## src/rtl/core/ukt_pkg.sv

```systemverilog
// ----------------------------------------------------------------------------
// Unique key table package
// Shared command and status codes, default sizes and the beat types of the
// request and result channels and of the token that runs along the cells.
// ----------------------------------------------------------------------------
package ukt_pkg;

  localparam int CAPACITY_DEF  = 64;
  localparam int KEY_BYTES_DEF = 8;

  localparam logic [1:0] CMD_INSERT = 2'd0;
  localparam logic [1:0] CMD_DELETE = 2'd1;
  localparam logic [1:0] CMD_RENAME = 2'd2;
  localparam logic [1:0] CMD_SEARCH = 2'd3;

  localparam logic [2:0] ST_OK      = 3'd0;
  localparam logic [2:0] ST_FULL    = 3'd1;
  localparam logic [2:0] ST_EMPTY   = 3'd2;
  localparam logic [2:0] ST_DUP     = 3'd3;
  localparam logic [2:0] ST_MISSING = 3'd4;

  typedef struct packed {
    logic [1:0]  command;
    logic [63:0] key;
    logic [63:0] new_key;
  } request_t;

  typedef struct packed {
    logic [2:0] status;
    logic       found;
    logic [5:0] index;
    logic [6:0] count;
  } result_t;

  typedef struct packed {
    logic valid;
    logic hit;
  } token_t;

endpackage

```

## src/rtl/core/ukt_cell.sv

```systemverilog
// ----------------------------------------------------------------------------
// Unique key table cell
// Holds one table entry. The search token passes through once per command;
// the cell compares, records the first hit and applies insert, delete shift
// or rename to its own entry.
// ----------------------------------------------------------------------------
module ukt_cell #(
  parameter int INDEX     = 0,
  parameter int CAPACITY  = ukt_pkg::CAPACITY_DEF,
  parameter int KEY_BYTES = ukt_pkg::KEY_BYTES_DEF,
  localparam int KEY_W = 8 * KEY_BYTES,
  localparam int IDX_W = (CAPACITY > 1) ? $clog2(CAPACITY) : 1,
  localparam int CNT_W = $clog2(CAPACITY + 1)
) (
  input  logic               clk,
  input  logic               rst,
  input  logic [1:0]         command,
  input  logic [KEY_W-1:0]   key,
  input  logic [KEY_W-1:0]   new_key,
  input  logic [CNT_W-1:0]   count,
  input  logic [KEY_W-1:0]   next_entry,
  input  ukt_pkg::token_t    tok_in,
  input  logic [IDX_W-1:0]   pos_in,
  output ukt_pkg::token_t    tok_out,
  output logic [IDX_W-1:0]   pos_out,
  output logic [KEY_W-1:0]   entry
);
  import ukt_pkg::*;

  logic valid_here;
  logic match;

  assign valid_here = CNT_W'(INDEX) < count;
  assign match      = valid_here && (entry == key);

  always_ff @(posedge clk) begin
    if (rst) begin
      tok_out <= '0;
    end else begin
      tok_out.valid <= tok_in.valid;
      tok_out.hit   <= tok_in.valid && (tok_in.hit || match);
    end
  end

  always_ff @(posedge clk) begin
    pos_out <= tok_in.hit ? pos_in : IDX_W'(INDEX);
    if (tok_in.valid) begin
      case (command)
        CMD_INSERT: begin
          if (!tok_in.hit && !match && CNT_W'(INDEX) == count) begin
            entry <= key;
          end
        end
        CMD_DELETE: begin
          if (valid_here && (tok_in.hit || match)) begin
            entry <= next_entry;
          end
        end
        CMD_RENAME: begin
          if (!tok_in.hit && match) begin
            entry <= new_key;
          end
        end
        default: begin
        end
      endcase
    end
  end

endmodule

```

## config.mk

```make
export PLATFORM = sky130hd
export DESIGN_NAME = ukt_cell
export DESIGN_NICKNAME = d
export VERILOG_FILES = /design/src/rtl/core/ukt_pkg.sv /design/src/rtl/core/ukt_cell.sv
export SDC_FILE = /design/constraint.sdc
export NUM_CORES = 1
export LEC_CHECK = 0
export BUFFER_PORTS_ARGS = -buffer_cell sky130_fd_sc_hd__buf_4
export CAP_MARGIN = 30
export CORE_ASPECT_RATIO = 1.25
export CORE_MARGIN = 2
export CORE_UTILIZATION = 35
export DETAILED_ROUTE_END_ITERATION = 12
export PLACE_DENSITY = 0.78
export SETUP_SLACK_MARGIN = 0.15
export SLEW_MARGIN = 20
export SYNTH_ARGS = -nofsm -noshare
export SYNTH_HDL_FRONTEND = slang
export SYNTH_SLANG_ARGS = --single-unit
```

## constraint.sdc

```tcl
create_clock -name clk -period 6.4 [get_ports clk]
set_input_delay 0.32 -clock clk [delete_from_list [all_inputs] [get_ports clk]]
set_output_delay 0.32 -clock clk [all_outputs]
set_load 0.03 [all_outputs]
```

==> results of run 1 <==
## where the power goes
part | internal (W) | total, W | switching (W)
logic | 0.000202 | 0.000453 | 0.000251
clock network | 0.000354 | 0.000546 | 0.000192
registers | 0.000575 | 0.000606 | 0.0000307
## synth_stat cells
cell type / count
a2111oi_2: 1
a211oi_1: 1
a21boi_0: 1
a21oi_1: 66
a22oi_1: 64
a31oi_1: 1
and2_1: 6
buf_1: 5
clkbuf_1: 23
dfxtp_1: 8
edfxtp_1: 64
ha_1: 4
inv_1: 3
nand2_1: 2
nand3_1: 1
nand3b_1: 1
nand4_1: 3
nor2_1: 67
nor3_1: 3
nor3_2: 1
nor4_1: 16
o21ai_0: 1
or3_1: 1
xor2_1: 64
## critical path: cells and delay by family (launching register included)
kind	cells	cell delay [ns]
buffers and inverters	1	0.47
and+or+nand+nor	3	0.90
DFF	1	0.44
AOI/OAI and AO/OA	2	0.57
xor gates and xnor gates	1	0.17
## cell type report
cell class | instances | area (µm²) | share of cell area (%)
inverter | 3 | 11.26 | 0.1678
timing repair buffer | 287 | 2155 | 32.10
sequential | 72 | 2082 | 31.02
clock buffer | 14 | 327.8 | 4.884
clock inverter | 2 | 11.26 | 0.1678
multi-input combinational | 304 | 1952 | 29.08
tap | 138 | 172.7 | 2.573
## final timing paths
path / end / startpoint / slack (ns)
setup / recovery: entry[62] / entry[17] / 3.48
hold / removal: tok_out[1] / rst / 0.14
setup reg to reg: entry[62] / entry[17] / 3.48
hold reg to reg: tok_out[0] / entry[38] / 1.07
## per-stage QoR
stage | util, % | power (W) | instances | hold slack, ns
after floorplan | - | 0.0008402 | 407 | 0.3867
after global routing | 58.05 | 0.001671 | 820 | 0.1351
after CTS | 58.05 | 0.001620 | 820 | 0.1335
final | 58.05 | 0.001604 | 820 | 0.1437
after global placement | 55.12 | 0.001064 | 804 | 0.4834
after detailed placement | 55.12 | 0.001072 | 804 | 0.4872
## registers in the layout, summed over array words and instances, names as in the netlist
register  count
pos_out       6
entry        64
tok_out       2
## kinds of logic (layout without fill, tap and decap cells)
kind of cell,Yosys count,in the layout
compound gates,135,135
xor+xnor,64,64
fa+ha+maj,4,4
buf+inv,31,306
flops,72,72
simple gates,101,101
## per-layer routing
| layer | global-route usage (%) | vias to the layer above | part of all wire [%] |
|---|---|---|---|
| li1 | - | 2057 | - |
| met1 | 23.93 | 1885 | 37 |
| met2 | 42.03 | 192 | 54 |
| met3 | 5.310 | 23 | 6.5 |
| met4 | 7.393 | 0 | 2.2 |
| met5 | 0 | - | 0 |
==> results_dict.tcl, run 1 <==
set metrics [dict create \
    antenna_found_initial 0 \
    numCtsBuffers 9 \
    dp_slack_ns 3.392 \
    grt_pass1_wl_mm 21.58 \
    grt.overflow.total 0 \
    post_cts_buffers 0 \
    final_nets 892 \
    layout_common_cells "buf_4, nor2_1, a21oi_1" \
    gr-usage-all-layers_pct 22.36 \
    synth_compound_area_share_pct 20.68 \
    first_global_vias 4296 \
    maxCapViolCount 0 \
    synth_fp_nets 622 \
    crit_chain "xor2_1 -> nor4_1 -> nand4_1 -> nor3_2 -> a31oi_1 -> a2111oi_4 -> buf_4" \
    cellPowerDensity_nw_per_um2 239.0 \
    endpoint_kind "flop" \
    cts.clk_slew.worst_paths_ns 0.06 \
    cts_resized 0 \
    cp_slowest_stage_delay_ns 0.47 \
    drc 0 \
    max_freq_mhz 342.7 \
    tritoncts "yes" \
    synth-simple-area-share_pct 11.14 \
    worstPathMaxFanout 35 \
    p_leak_nw 2.894 \
    muxShareOfSynthArea_pct 0 \
    netlist_instances 407 \
    cts_hold_buffers 0 \
    synthAdderAreaFrac_pct 1.215 \
    synth_top_area_share_pct 46.64 \
    cts_max_level 3 \
    relSlewSlack_pct 56.05 \
    critPathLaunchType "flop" \
    die_area_um2 12660 \
    path_class "reg -> reg" \
    rows 44 \
    root_buffer "clkbuf_16" \
    yosysTopAreaCell "edfxtp_1" \
    drt_wl_total_mm 14.49 \
    vias 4157 \
    hold_viol_final 0 \
    required_ns 6.37 \
    finish.instance_area_um2 6711 \
    grt_max_degree 69 \
    finalCritPeriodShare_pct 45.59 \
    synth_top_family_by_area "compound AO/OA/AOI/OAI gates" \
    whs_path_depth 2 \
    drive_above_1_share_pct 45.16 \
    setup_violations 0 \
    die_height_um 125.3 \
    cts_sinks 72 \
    place_hpwl_mm 11.51 \
    nFillCells 1003 \
    clk_latency_ns 0.33 \
    hp-class "in -> reg" \
    dpl_cell_area_um2 6372 \
    netlist_area_um2 4120 \
    ant_nets 0 \
    drt_iter0_markers 158 \
    synth-seq-cells 72 \
    syn2layout_area_growth_pct 62.89 \
    viasPerCell 5.070 \
    portBuffers 282 \
    slowest_stage "buf_4" \
    synth_cell_types 24 \
    fin_crit_ns 2.918 \
    worstMarginPinSlew_ns 0.6592 \
    dieWidth_um 101.0 \
    synth-xor-area-share_pct 13.60 \
    core_um2 11560 \
    irDropWorstVdd_mv 0.1399 \
    ys_seq_area_share_pct 50.53 \
    status "finished, final reports clean" \
    wire_per_inst_um 17.67 \
    ff2ff_path_depth 7 \
    critPathArrivalTime_ns 2.89 \
    finalSetupTns_ns 0 \
    diodes 0 \
    routabilityCongestion 0.8537 \
    fin_skew_ns 0.008084 \
    io-pin-count 283 \
    syn_avg_cell_area_um2 10.12 \
    setup_ws_ns 3.482 \
    synth_warnings 0 \
    cts_buffer_depth 2 \
    slew_violations 0 \
    ys_top_cells_by_area "edfxtp_1, xor2_1, a22oi_1, a21oi_1, nor2_1" \
    final_common_cell "buf_4" \
    rsz0062_at_grt "no" \
    drt_first_pass_iters 4 \
    start_util_pct 35.64 \
]
Power figures use the tool's default switching activity.
==> run 2: changes to the inputs <==
- clock period: 6.4 -> 2.8 ns (I/O delays scaled with it)
==> results_dict.tcl, run 2 (synthesized netlist as in run 1, its figures left out) <==
set metrics [dict create \
    topRoutingLayerUsed "met4" \
    drt_wl_total_mm 16.23 \
    placed_cells 810 \
    dr_wl_met3_mm 1.294 \
    cts.clk_slew.worst_paths_ns 0.06 \
    dpl_cell_area_um2 6455 \
    power_w 0.003664 \
    vias 4473 \
    whs_path_depth 2 \
    timing.rr.start "entry[49]" \
    relSlewSlack_pct 53.09 \
    numCtsBuffers 9 \
    drc 0 \
    tritoncts "yes" \
    syn2layout_area_growth_pct 70.18 \
    hold_slack_ns 0.01240 \
    wl_met2_mm 9.041 \
    worstPathMaxFanout 13 \
    critPathArrivalTime_ns 2.79 \
    nFillCells 958 \
    die_height_um 125.3 \
    place_hpwl_mm 12.52 \
    largest_reg_flops 64 \
    rsz0062_at_grt "yes" \
    antenna_found_initial 0 \
    first_global_vias 4523 \
    cts_sinks 72 \
    status "finished, final reports clean" \
    root_buffer "clkbuf_16" \
    drt_first_pass_iters 5 \
    hp-class "in -> reg" \
    final_nets 917 \
    ant_nets 0 \
    reg_top3 "entry (64), pos_out (6), tok_out (2)" \
    start_util_pct 35.64 \
    fin_cells 845 \
    final_common_cell "buf_4" \
    portBuffers 282 \
    required_ns 2.84 \
    viasPerCell 5.293 \
    multi_input_area_um2 2014 \
    finish.instance_area_um2 7012 \
    regArea_um2 2082 \
    clk_latency_ns 0.33 \
    fin_crit_ns 2.745 \
    cts_buffer_depth 2 \
    worstMarginPinSlew_ns 0.6973 \
    diodes 0 \
    critPathLaunchType "flop" \
    r2r_slack_ns 0.06 \
    maxCapViolCount 0 \
    hp-start "pos_in[1]" \
    gr-usage-all-layers_pct 24.74 \
    cts_max_level 3 \
    finalSetupTns_ns 0 \
    slew_violations 0 \
    grt.overflow.total 0 \
    drive_above_1_share_pct 48.23 \
    die_area_um2 12660 \
    irDropWorstVdd_mv 0.3056 \
    drt_iter0_markers 202 \
    rows 44 \
    regMostFlops "entry" \
    setup_violations 0 \
    worst_r2r_endpoint "entry[25]" \
    max_freq_mhz 364.3 \
    endpoint_kind "flop" \
    io-pin-count 283 \
    path_class "reg -> reg" \
    hold_end "pos_out[1]" \
    cellPowerDensity_nw_per_um2 522.5 \
    dieWidth_um 101.0 \
    p_leak_nw 3.057 \
    grt_pass1_wl_mm 23.65 \
    core_um2 11560 \
    finalCritPeriodShare_pct 98.02 \
    layout_common_cells "buf_4, nor2_1, a21oi_1" \
    routabilityCongestion 0.9068 \
    m1WireLength_mm 5.643 \
    fin_skew_ns 0.008112 \
    grt_max_degree 70 \
    ff2ff_path_depth 10 \
    hold_viol_final 0 \
    wire_per_inst_um 19.21 \
]
[run 2: cell count changes in the layout (fill, tap and decap cells not counted), sizes merged]
cell / delta
buf: +23
clkbuf: -2
clkinv: +1
dlygate4sd3: +1
inv: +2
[run 2: repair_timing]
action | 4_1_cts | 5_1_grt
setup endpoints to repair | 64 | 65
endpoints found under the hold margin | 2 | 0
pin swaps | 1 | 3
cloned | 1 | 1
hold buffers | 1 | 0
setup buffers | 12 | 4
resized for setup | 7 | 5
[run 2: worst max path at each step]
stage | end | from
6_report | entry[25] | entry[49]
2_1_floorplan | entry[0] | entry[5]
5_1_grt | tok_out[0] | entry[49]
3_3_place_gp | entry[28] | entry[40]
3_5_place_dp | entry[11] | entry[45]
4_1_cts | entry[20] | entry[37]
[run 2: cell type report]
class | count | share of cell area, %
inverters | 3 | 0.1606
multi-input cells | 304 | 28.73
well taps | 138 | 2.463
clock buffers | 11 | 3.926
flip-flops and latches | 72 | 29.69
clock inverters | 5 | 0.4640
repair buffers | 312 | 34.56
[run 2: per-stage QoR]
step	setup slack, ns	util [%]
global placement	0.09800	55.83
floorplan	-1.371	-
global route	-0.08226	60.65
detailed placement	0.07537	55.83
CTS	0.1200	59.90
finish	0.05537	60.65
[run 2: per-layer routing]
layer	track usage [%]	vias to the layer above
met4	10.02	0
met3	4.192	20
met5	0	-
met1	27.02	2089
met2	46.16	258
li1	-	2106
[run 2: report_power, final]
part | switching (W) | internal, W | total (W)
registers | 0.0000705 | 0.00131 | 0.00138
clock network | 0.000456 | 0.000709 | 0.00117
logic | 0.000614 | 0.000500 | 0.00111
[run 2: critical path, stage by stage (launching register included)]
cell and delay, ns:
edfxtp_1 0.41, xor2_1 0.18, nor4_2 0.29, buf_4 0.15, nand4_1 0.15, nor3_4 0.26, buf_4 0.15, a31oi_2 0.10
a2111oi_4 0.37, buf_6 0.21, clkbuf_16 0.19
